<file path="src/ctc_pkg.sv">
// ----------------------------------------------------------------------------
// ctc_pkg
// Types, token codes, keyword table and character class helpers for the
// c token classifier.
// ----------------------------------------------------------------------------
package ctc_pkg;

  localparam int unsigned MAX_TOKEN_LEN = 255;
  localparam int unsigned LEN_W         = 8;
  localparam int unsigned LEN_SAT_INT   = (MAX_TOKEN_LEN < 255) ? MAX_TOKEN_LEN : 255;
  localparam logic [LEN_W-1:0] LEN_SAT  = LEN_SAT_INT[LEN_W-1:0];
  localparam int unsigned KW_COUNT      = 12;
  localparam int unsigned KW_MAX_LEN    = 6;
  localparam int unsigned WIN_W         = 8 * KW_MAX_LEN;

  localparam logic [2:0] CLS_PUNCT = 3'd0;
  localparam logic [2:0] CLS_OPER  = 3'd1;
  localparam logic [2:0] CLS_KWORD = 3'd2;
  localparam logic [2:0] CLS_IDENT = 3'd3;
  localparam logic [2:0] CLS_CONST = 3'd4;

  typedef enum logic [1:0] {
    MODE_IDLE = 2'd0,
    MODE_WORD = 2'd1,
    MODE_NUM  = 2'd2
  } scan_mode_t;

  typedef struct packed {
    logic [2:0]       token_class;
    logic [LEN_W-1:0] token_length;
    logic [7:0]       symbol;
    logic [3:0]       keyword_index;
    logic [31:0]      start_offset;
    logic             last_result;
  } token_t;

  localparam logic [WIN_W-1:0] KW_TABLE [KW_COUNT] = '{
    48'h0000_0069_6E74,  // int
    48'h0066_6C6F_6174,  // float
    48'h0000_6368_6172,  // char
    48'h646F_7562_6C65,  // double
    48'h0000_0000_6966,  // if
    48'h0000_656C_7365,  // else
    48'h0000_0066_6F72,  // for
    48'h0077_6869_6C65,  // while
    48'h7265_7475_726E,  // return
    48'h0000_766F_6964,  // void
    48'h0000_636F_7574,  // cout
    48'h0000_0063_696E   // cin
  };

  function automatic logic is_letter(input logic [7:0] c);
    return (c >= 8'h61 && c <= 8'h7A) || (c >= 8'h41 && c <= 8'h5A) || c == 8'h5F;
  endfunction

  function automatic logic is_digit(input logic [7:0] c);
    return c >= 8'h30 && c <= 8'h39;
  endfunction

  function automatic logic is_punct(input logic [7:0] c);
    return c == 8'h28 || c == 8'h29 || c == 8'h7B || c == 8'h7D ||
           c == 8'h3B || c == 8'h2C || c == 8'h5B || c == 8'h5D;
  endfunction

  function automatic logic is_oper(input logic [7:0] c);
    return c == 8'h2B || c == 8'h2D || c == 8'h2A || c == 8'h2F ||
           c == 8'h3D || c == 8'h3C || c == 8'h3E || c == 8'h21;
  endfunction

endpackage

</file>
<file path="src/c_token_classifier.sv">
// ----------------------------------------------------------------------------
// c_token_classifier
// Byte-serial lexer: classifies punctuation, operators, keywords,
// identifiers and decimal constants, with length and start offset.
// Results are registered into a four-entry queue whose head drives out_.
// Throughput: one byte per cycle while the queue has room for two words;
// a byte giving two tokens writes both, read out in order one per pop.
// Reset: synchronous, clears scanner state, byte offset and the queue.
// ----------------------------------------------------------------------------
module c_token_classifier
  import ctc_pkg::*;
(
  input  logic             clk,
  input  logic             rst_n,
  input  logic             in_valid,
  output logic             in_ready,
  input  logic [7:0]       in_char_code,
  input  logic             in_stream_end,
  output logic             out_valid,
  input  logic             out_ready,
  output logic [2:0]       out_token_class,
  output logic [LEN_W-1:0] out_token_length,
  output logic [7:0]       out_symbol,
  output logic [3:0]       out_keyword_index,
  output logic [31:0]      out_start_offset,
  output logic             out_last_result
);

  scan_mode_t       mode_r, mode_nxt;
  logic [WIN_W-1:0] win_r, win_nxt;
  logic [LEN_W-1:0] plen_r, plen_nxt;
  logic [31:0]      pstart_r, pstart_nxt;
  logic [31:0]      offset_r;

  token_t           fifo_r [4];
  logic [1:0]       wr_ptr_r, rd_ptr_r;
  logic [2:0]       cnt_r, cnt_nxt;

  logic             accept, pop;
  logic             ext, v_a, v_b, v_c;
  logic             c_letter, c_digit, c_punct, c_oper;
  scan_mode_t       mode_a;
  logic [WIN_W-1:0] win_a;
  logic [LEN_W-1:0] plen_a;
  logic [31:0]      pstart_a;
  token_t           res_a, res_b, res_c, first, second;
  logic [1:0]       n_res;

  function automatic token_t flush_token(input scan_mode_t m, input logic [WIN_W-1:0] w,
                                         input logic [LEN_W-1:0] l, input logic [31:0] s);
    token_t t;
    logic   hit;
    t = '0;
    hit = 1'b0;
    t.token_length = l;
    t.start_offset = s;
    if (m == MODE_WORD) begin
      t.token_class = CLS_IDENT;
      if (l <= LEN_W'(KW_MAX_LEN)) begin
        for (int i = 0; i < KW_COUNT; i++) begin
          if (!hit && w == KW_TABLE[i]) begin
            hit = 1'b1;
            t.token_class = CLS_KWORD;
            t.keyword_index = 4'(i);
          end
        end
      end
    end else begin
      t.token_class = CLS_CONST;
    end
    return t;
  endfunction

  assign accept   = in_valid && in_ready;
  assign in_ready = (cnt_r <= 3'd2);
  assign out_valid = (cnt_r != 3'd0);
  assign pop       = out_valid && out_ready;

  assign c_letter = is_letter(in_char_code);
  assign c_digit  = is_digit(in_char_code);
  assign c_punct  = is_punct(in_char_code);
  assign c_oper   = is_oper(in_char_code);

  always_comb begin
    ext = ((mode_r == MODE_WORD) && (c_letter || c_digit)) ||
          ((mode_r == MODE_NUM) && c_digit);
    v_a = (mode_r != MODE_IDLE) && !ext;
    v_b = !ext && (c_punct || c_oper);

    res_a = flush_token(mode_r, win_r, plen_r, pstart_r);

    res_b = '0;
    res_b.token_class  = c_punct ? CLS_PUNCT : CLS_OPER;
    res_b.token_length = LEN_W'(1);
    res_b.symbol       = in_char_code;
    res_b.start_offset = offset_r;

    // state after the byte, before any end-of-stream flush
    mode_a   = mode_r;
    win_a    = win_r;
    plen_a   = plen_r;
    pstart_a = pstart_r;
    if (ext) begin
      if (plen_r < LEN_SAT) begin
        plen_a = plen_r + LEN_W'(1);
      end
      if (mode_r == MODE_WORD) begin
        win_a = {win_r[WIN_W-9:0], in_char_code};
      end
    end else begin
      mode_a = MODE_IDLE;
      win_a  = '0;
      plen_a = '0;
      if (!c_punct && !c_oper && (c_letter || c_digit)) begin
        mode_a   = c_letter ? MODE_WORD : MODE_NUM;
        plen_a   = LEN_W'(1);
        pstart_a = offset_r;
        win_a    = c_letter ? WIN_W'(in_char_code) : '0;
      end
    end

    v_c   = in_stream_end && (mode_a != MODE_IDLE);
    res_c = flush_token(mode_a, win_a, plen_a, pstart_a);

    mode_nxt   = mode_a;
    win_nxt    = win_a;
    plen_nxt   = plen_a;
    pstart_nxt = pstart_a;
    if (in_stream_end) begin
      mode_nxt = MODE_IDLE;
      win_nxt  = '0;
      plen_nxt = '0;
    end

    // compact the up to two valid results
    first  = v_a ? res_a : (v_b ? res_b : res_c);
    second = (v_a && v_b) ? res_b : res_c;
    n_res  = 2'(v_a) + 2'(v_b) + 2'(v_c);
    first.last_result  = (n_res == 2'd1);
    second.last_result = 1'b1;

    cnt_nxt = cnt_r - 3'(pop);
    if (accept) begin
      cnt_nxt = cnt_nxt + 3'(n_res);
    end
  end

  always_ff @(posedge clk) begin
    if (!rst_n) begin
      mode_r   <= MODE_IDLE;
      win_r    <= '0;
      plen_r   <= '0;
      pstart_r <= '0;
      offset_r <= '0;
      wr_ptr_r <= '0;
      rd_ptr_r <= '0;
      cnt_r    <= '0;
    end else begin
      if (accept) begin
        mode_r   <= mode_nxt;
        win_r    <= win_nxt;
        plen_r   <= plen_nxt;
        pstart_r <= pstart_nxt;
        offset_r <= offset_r + 32'd1;
        wr_ptr_r <= wr_ptr_r + n_res;
      end
      if (pop) begin
        rd_ptr_r <= rd_ptr_r + 2'd1;
      end
      cnt_r <= cnt_nxt;
    end
  end

  always_ff @(posedge clk) begin
    if (accept && n_res != 2'd0) begin
      fifo_r[wr_ptr_r] <= first;
    end
    if (accept && n_res == 2'd2) begin
      fifo_r[wr_ptr_r + 2'd1] <= second;
    end
  end

  assign out_token_class   = fifo_r[rd_ptr_r].token_class;
  assign out_token_length  = fifo_r[rd_ptr_r].token_length;
  assign out_symbol        = fifo_r[rd_ptr_r].symbol;
  assign out_keyword_index = fifo_r[rd_ptr_r].keyword_index;
  assign out_start_offset  = fifo_r[rd_ptr_r].start_offset;
  assign out_last_result   = fifo_r[rd_ptr_r].last_result;

endmodule
</file>
<file path="config.mk">
export PLATFORM = sky130hd
export DESIGN_NAME = c_token_classifier
export DESIGN_NICKNAME = d
export VERILOG_FILES = /design/src/ctc_pkg.sv /design/src/c_token_classifier.sv
export SDC_FILE = /design/constraint.sdc
export NUM_CORES = 1
export LEC_CHECK = 0
export ABC_AREA = 1
export BUFFER_PORTS_ARGS = -buffer_cell sky130_fd_sc_hd__buf_2
export CAP_MARGIN = 20
export CORE_ASPECT_RATIO = 1.4
export CORE_UTILIZATION = 49
export DETAILED_ROUTE_END_ITERATION = 12
export GPL_ROUTABILITY_DRIVEN = 0
export PLACE_DENSITY = 0.65
export SLEW_MARGIN = 20
export SYNTH_ARGS = -nofsm -noshare
export SYNTH_HDL_FRONTEND = slang
export SYNTH_SLANG_ARGS = --single-unit
export TNS_END_PERCENT = 20
</file>
<file path="constraint.sdc">
create_clock -name clk -period 7.8 [get_ports clk]
set_clock_uncertainty 0.1 [all_clocks]
set_input_delay 1.56 -clock clk [delete_from_list [all_inputs] [get_ports clk]]
set_output_delay 1.56 -clock clk [all_outputs]
set_load 0.005 [all_outputs]
</file>
==> results.md, run 1 <==
* Final #Nets at 2572
* Final max-slew violation count at 0
* Worst EP required at between 7 and 8 ns
* Iter 0 DRT Violations at 1680
* Port Buffers at 70
* Vias in the first global route at 17.9k
* Combinational Power Share at 24.7%
* Synthesized flop and latch total at around 360
* Seq pwr share at 41.2%
* First-pass GRT wire length at roughly 96000 um
* Die span in x at 173 um
* Startpoint Class: input pin
* Critical path type: in2reg
* Setup TNS at 0 ns
* Cell Area, Synth at 20000 um^2
* Synth top area share at 33.1%
* Peak VDD IR at 217 uV
* Hold Violations, Final at 0
* Initial antenna violation count at 1
* Hold_buf cts at 0
* Worst r2r src: mode_r[1]
* Hold Path Origin: fifo_r[1][0]
* Reg clk slew, reported paths at around 0.060 ns
* Detail Route Antenna Nets at 0
* DRC at 0
* Worst Setup SP: in_char_code[3]
* Hold Path Class: reg2reg
* Crit-path max FO at 41
* Internal at 3520 uW
* Clock power share at 34.2%
* Synth Flop Type: edfxtp_1
* Htree depth at 2
* Distinct cell type count after synthesis at 57
* PwrDens at 243 nW/um^2
* Syn_area_per_cell at ~7.8 um^2
* Sink Count at 355
* WL final at 61900 um
* Worst Tran Pin Value at 1.09 ns
* Synth-to-layout area growth at 9.02%
* Endpoint type of the worst setup path: flop
* Clk_lat worst skew at about 0.54 ns
* Synthesis warning total at 0
* Final setup viols at 0
* Sw Share at 33.4%
* Via count at between 15k and 20k
* Commonest cells after routing, fill and taps aside: 404 x nand2_1, 330 x o21ai_0, 276 x nor2_1
* CTS max path bufs at 3
* Largest area contributor in the netlist: edfxtp_1
* Layout cell share with drive strength beyond 1 at under 10%
* Setup Buffers After CTS at 0
* Minimum clock period at 5.73 ns
* Grt total ovfl at 0
* # IOs at 71
* Routed length per instance at a little under 20 um
* Inserted Clock Buffers at 37
* CTS tree: built
* Reg area at approximately 9300 um^2
* Critical Path AT at 5.86 ns
* DRT Pass-1 Iters at 6
* Mapped Cells at 2574
* Status: completed
* Die H at 241 um
* FP Rows at 87
* Max-slew headroom at 26.8%
* Total die area at 41500 um^2
* Tcrit/Tclk final at 73.4%
* Max-cap violations at 0
* Tot GR Track Use at 29.1%
* Largest net degree at the start of global routing at 104
* # resized after CTS at 0
* Fill count at 3793
* Clock Tree Root: clkbuf_16
* Post-synthesis sequential area ratio at 46.7%
* Fmax achieved at 0.175 GHz
* Leading cell type in the layout, fill and taps excluded: nand2_1
* RSZ-0062 raised after global routing: false
* EDFF count, synth at 220
* Hpwl dp at slightly above 40000 um
* Net switching power at 1760 uW
* Asr flop ratio synth at 0%
* Initial Util at between 40% and 50%
* Multi-input logic area at 8840 um^2
* Leak at 0.00846 uW
* Core Box Area at 40200 um^2
* Final Util at between 50% and 60%
* Largest cells by area after synthesis: edfxtp_1 33%, dfxtp_1 14%, o22ai_1 8.5%, o21ai_0 8.3%, nand2_1 7.7%
* DR vias/cell at 6.08
==> stage by stage <==
stage	setup WS, ns	cell area (um^2)	cells	hold slack [ns]	total power [uW]
floorplan	1.56	20000	2577	0.324	3030
global placement	1.63	20500	3045	0.335	3460
detailed placement	1.56	20500	3045	0.339	3490
CTS	2.11	21700	3113	0.355	5280
global route	1.71	21700	3113	0.381	5520
finish	2.07	21700	3115	0.355	5280
==> registers in the layout (all words and copies together), names as in the netlist, named ones only <==
signal,cells
plen_r,8
rd_ptr_r,2
win_r,48
offset_r,32
wr_ptr_r,2
mode_r,2
fifo_r,224
cnt_r,3
pstart_r,32
==> worst max-delay path: stages <==
cell and delay (ns):
buf_2 0.17, inv_2 0.14, nor2_1 0.09, nand2_1 0.10, inv_1 0.04, o21ai_0 0.15
nand2_1 0.07, nor2_1 0.17, inv_1 0.07, nor2_2 0.10, buf_4 0.40, clkinv_1 0.21
fa_1 0.64, inv_1 0.07, a21oi_1 0.13, inv_1 0.12, nor3_1 0.38, inv_2 0.08
nand2_2 0.76, buf_4 0.38
==> power by group through the flow <==
stage / Clock (uW) / Sequential [uW] / Combinational, uW
after floorplan: 0 / 2180 / 849
after global placement: 0 / 2210 / 1250
after detailed placement: 0 / 2210 / 1280
after CTS: 1820 / 2170 / 1290
after global routing: 1890 / 2190 / 1440
final: 1800 / 2170 / 1300
==> final timing paths <==
kind / cells past startpoint / slack, ns / end
worst min register to register: 2 / 0.35 / fifo_r[1][0]
worst max register to register: 14 / 2.72 / fifo_r[1][26]
worst max-delay path: 20 / 2.07 / fifo_r[0][21]
worst min-delay path: 2 / 0.35 / fifo_r[1][0]
==> logic make-up (layout without fill, tap and decap cells) <==
logic type               after synthesis  count (layout)  synth area share (%)
AO/OA/AOI/OAI                        763             763                  21.5
XOR/XNOR                               5               5                 0.219
adder cells (fa/ha/maj)                9               9                 0.640
buffers and inverters                467             469                  9.28
flip-flops                           355             355                  46.7
multiplexers                           4               4                 0.201
other                                  1               6                0.0188
AND/OR/NAND/NOR                      970             970                  21.5
==> routing by layer <==
metal,global-route usage [%],wire length (um)
met5,0,0
met4,14.2,2550
met3,4.57,4740
met2,49.9,29900
met1,35.8,24700
==> final cells by class <==
type	count	area share (%)
well taps	534	3.07
clock buffers	57	4.98
repair buffers	100	2.65
clock inverters	11	0.610
flip-flops and latches	355	42.8
inverters	301	5.19
multi-input cells	1755	40.7
diodes	2	0.0230
==> synth_stat cells, types with 3 or more instances <==
cell type  number
nand2_1       411
o21ai_0       330
nor2_1        279
inv_1         278
o22ai_1       270
edfxtp_1      220
dfxtp_1       135
clkbuf_1      134
nand3_1       120
a21oi_1       113
nor3_1         49
nand4_1        38
inv_2          21
o211ai_1       18
nor4_1         16
buf_2          14
nand3_2        12
nand2_2        10
nand3b_1        9
buf_1           7
ha_1            7
a211oi_1        5
a31oi_1         5
buf_6           5
o21a_1          5
buf_4           4
mux2i_1         4
nor2_2          4
o21ai_1         4
o41ai_1         4
xor2_1          4
nor2_4          3
nor3_2          3
No activity file was read; power rests on OpenSTA's default activity.
==> inputs of run 2 (changes only) <==
PLACE_DENSITY = 0.68   (was 0.65)
clock period = 4.9 ns   (was 7.8 ns; I/O delays follow)
==> results.md, run 2 (synthesized netlist as in run 1, its figures left out) <==
* Largest net degree at the start of global routing at 112 (was 104)
* CTS max path bufs at 3 (unchanged)
* Top flop regs: fifo_r x224, win_r x48 (unchanged)
* Cells after DPL at 3067 (was 3045)
* DR vias/cell at 6.07 (was 6.08)
* RSZ-0062 raised after global routing: false (unchanged)
* Largest register FFs at 224 (unchanged)
* Antenna cells at 0 (was 2)
* Initial Util at 49.7% (unchanged)
* Max-slew headroom at 43.2% (was 26.8%)
* Crit-path max FO at 43 (was 41)
* Minimum clock period at approximately 4.2 ns
* First-pass GRT wire length at 95500 um (was 96400 um)
* Reg clk slew, reported paths at 0.06 ns (about the same)
* Clock Tree Root: clkbuf_16 (unchanged)
* CTS tree: built (unchanged)
* Final #Nets at 2593 (was 2572)
* DRT Pass-1 Iters at 8 (was 6)
* Hold endpoint: fifo_r[2][0] (was fifo_r[1][0])
* Clk_lat worst skew at 0.54 ns (about the same)
* Power, Total at 8320 uW (was 5280 uW)
* DRC at 0 (unchanged)
* Final cell count without fillers at 3132 (was 3115)
* Via count at 19.0k (was 18.9k)
* Worst EP required at 5.07 ns (was 7.94 ns)
* Total die area at 41500 um^2 (unchanged)
* Top reg by flops: fifo_r (unchanged)
* Placed cell areas at 20800 um^2 (was 20500 um^2)
* Routed length per instance at 19.7 um (was 19.9 um)
* Synth-to-layout area growth at 9.93% (was 9.02%)
* Critical Path AT at 4.35 ns (was 5.86 ns)
* Hold Path Stages at 2 (unchanged)
* Peak VDD IR at 254 uV (was 217 uV)
* Final max-slew violation count at 0 (unchanged)
* Final setup viols at 0 (unchanged)
* # resized after CTS at 0 (unchanged)
* Inserted Clock Buffers at 36 (was 37)
* Setup TNS at 0 ns (unchanged)
* Detail Route Antenna Nets at 0 (unchanged)
* Initial antenna violation count at 1 (unchanged)
* FP Rows at 87 (unchanged)
* CP max-delay cell: buf_4 (was nand2_2)
* WP buf/inv at 4 (was 10)
* Htree depth at 2 (unchanged)
* Reg-to-reg critical path endpoint: fifo_r[1][53] (was fifo_r[1][26])
* Critical path type: in2reg (unchanged)
* Vias in the first global route at 17.9k (about the same)
* Worst r2r src: mode_r[0] (was mode_r[1])
* Hold Violations, Final at 0 (unchanged)
* Critical Path Most Common Cell: nand2_1 (was inv_1)
* Family with the most delay on the worst path: simple AND/OR/NAND/NOR gates (was buffers and inverters)
* Slowest stage delay, CP at 0.44 ns (was 0.76 ns)
* Layout cell share with drive strength beyond 1 at 9.82% (was 9.07%)
* Leading cell type in the layout, fill and taps excluded: nand2_1 (unchanged)
* Grt total ovfl at 0 (unchanged)
* Max-cap violations at 0 (unchanged)
* # IOs at 71 (unchanged)
* Final worst slack at 0.719 ns (was 2.07 ns)
* Die span in x at 173 um (unchanged)
* PwrDens at 380 nW/um^2 (was 243 nW/um^2)
* Iter 0 DRT Violations at 1872 (was 1680)
* Worst Setup SP: in_char_code[4] (was in_char_code[3])
* Core Box Area at 40200 um^2 (unchanged)
* Startpoint Class: input pin (unchanged)
* Setup Buffers After CTS at 0 (unchanged)
* Tot GR Track Use at 29.0% (was 29.1%)
* Fmax achieved at 0.239 GHz
* Hold Path Origin: fifo_r[2][0] (was fifo_r[1][0])
* Tcrit/Tclk final at 85.3%
* Die H at 241 um (unchanged)
* R2R setup slack at 1.20 ns (was 2.72 ns)
* Leak at 0.00856 uW (was 0.00846 uW)
* R2r worst-path depth at 22 (was 14)
* Hold Path Class: reg2reg (unchanged)
* Port Buffers at 70 (unchanged)
* Hold_buf cts at 0 (unchanged)
* Endpoint type of the worst setup path: flop (unchanged)
* Worst Tran Pin Value at 0.852 ns (was 1.09 ns)
* DP Worst Slack at 0.243 ns (was 1.56 ns)
* Commonest cells after routing, fill and taps aside: 404 x nand2_1, 330 x o21ai_0, 276 x nor2_1 (unchanged)
* Hpwl dp at 39800 um (was 40300 um)
* WL final at 61800 um (was 61900 um)
* Sink Count at 355 (unchanged)
* Fin area at 21900 um^2 (was 21700 um^2)
* Status: completed (unchanged)
-- run 2: area by class of cell --
type / instances / area, um^2
clock buffers: 54 / 1040
clock inverters: 11 / 96.3
fillers: 3742 / 18200
inverters: 301 / 1130
multi-input cells: 1755 / 8850
flip-flops and latches: 355 / 9310
well taps: 534 / 668
repair buffers: 122 / 832
-- run 2: worst max path at each step --
stage | depth (start not counted) | slack (ns) | to
final | 25 | 0.72 | fifo_r[1][53]
after global routing | 26 | 0.26 | fifo_r[1][53]
after CTS | 26 | 0.80 | fifo_r[1][53]
after detailed placement | 26 | 0.24 | fifo_r[1][53]
after global placement | 25 | 0.23 | fifo_r[1][53]
after floorplan | 19 | -0.51 | fifo_r[3][10]
-- run 2: through the flow --
stage	utilization (%)	hold WS (ns)
6_report	54.6	0.360
3_5_place_dp	51.8	0.345
2_1_floorplan	-	0.324
4_1_cts	54.6	0.361
3_3_place_gp	51.8	0.337
5_1_grt	54.6	0.388
-- run 2: metal layers --
metal	vias up	track usage [%]	wire, um
met1	8931	35.0	23700
li1	8970	-	-
met2	901	50.6	30100
met3	219	3.65	4840
met4	2	15.6	3090
met5	-	0	13
-- run 2: power breakdown --
group | internal [uW] | switching (uW) | leakage (uW)
clock network | 1530 | 1180 | 0.000558
registers | 3330 | 95.5 | 0.00345
logic | 668 | 1520 | 0.00455
total | 5530 | 2800 | 0.00856
-- run 2: tightest hold or removal path: cells and delay by family (launching register included) --
| kind | cells | cell delay, ns |
|---|---|---|
| and+or+nand+nor | 2 | 0.10 |
| DFF | 1 | 0.32 |
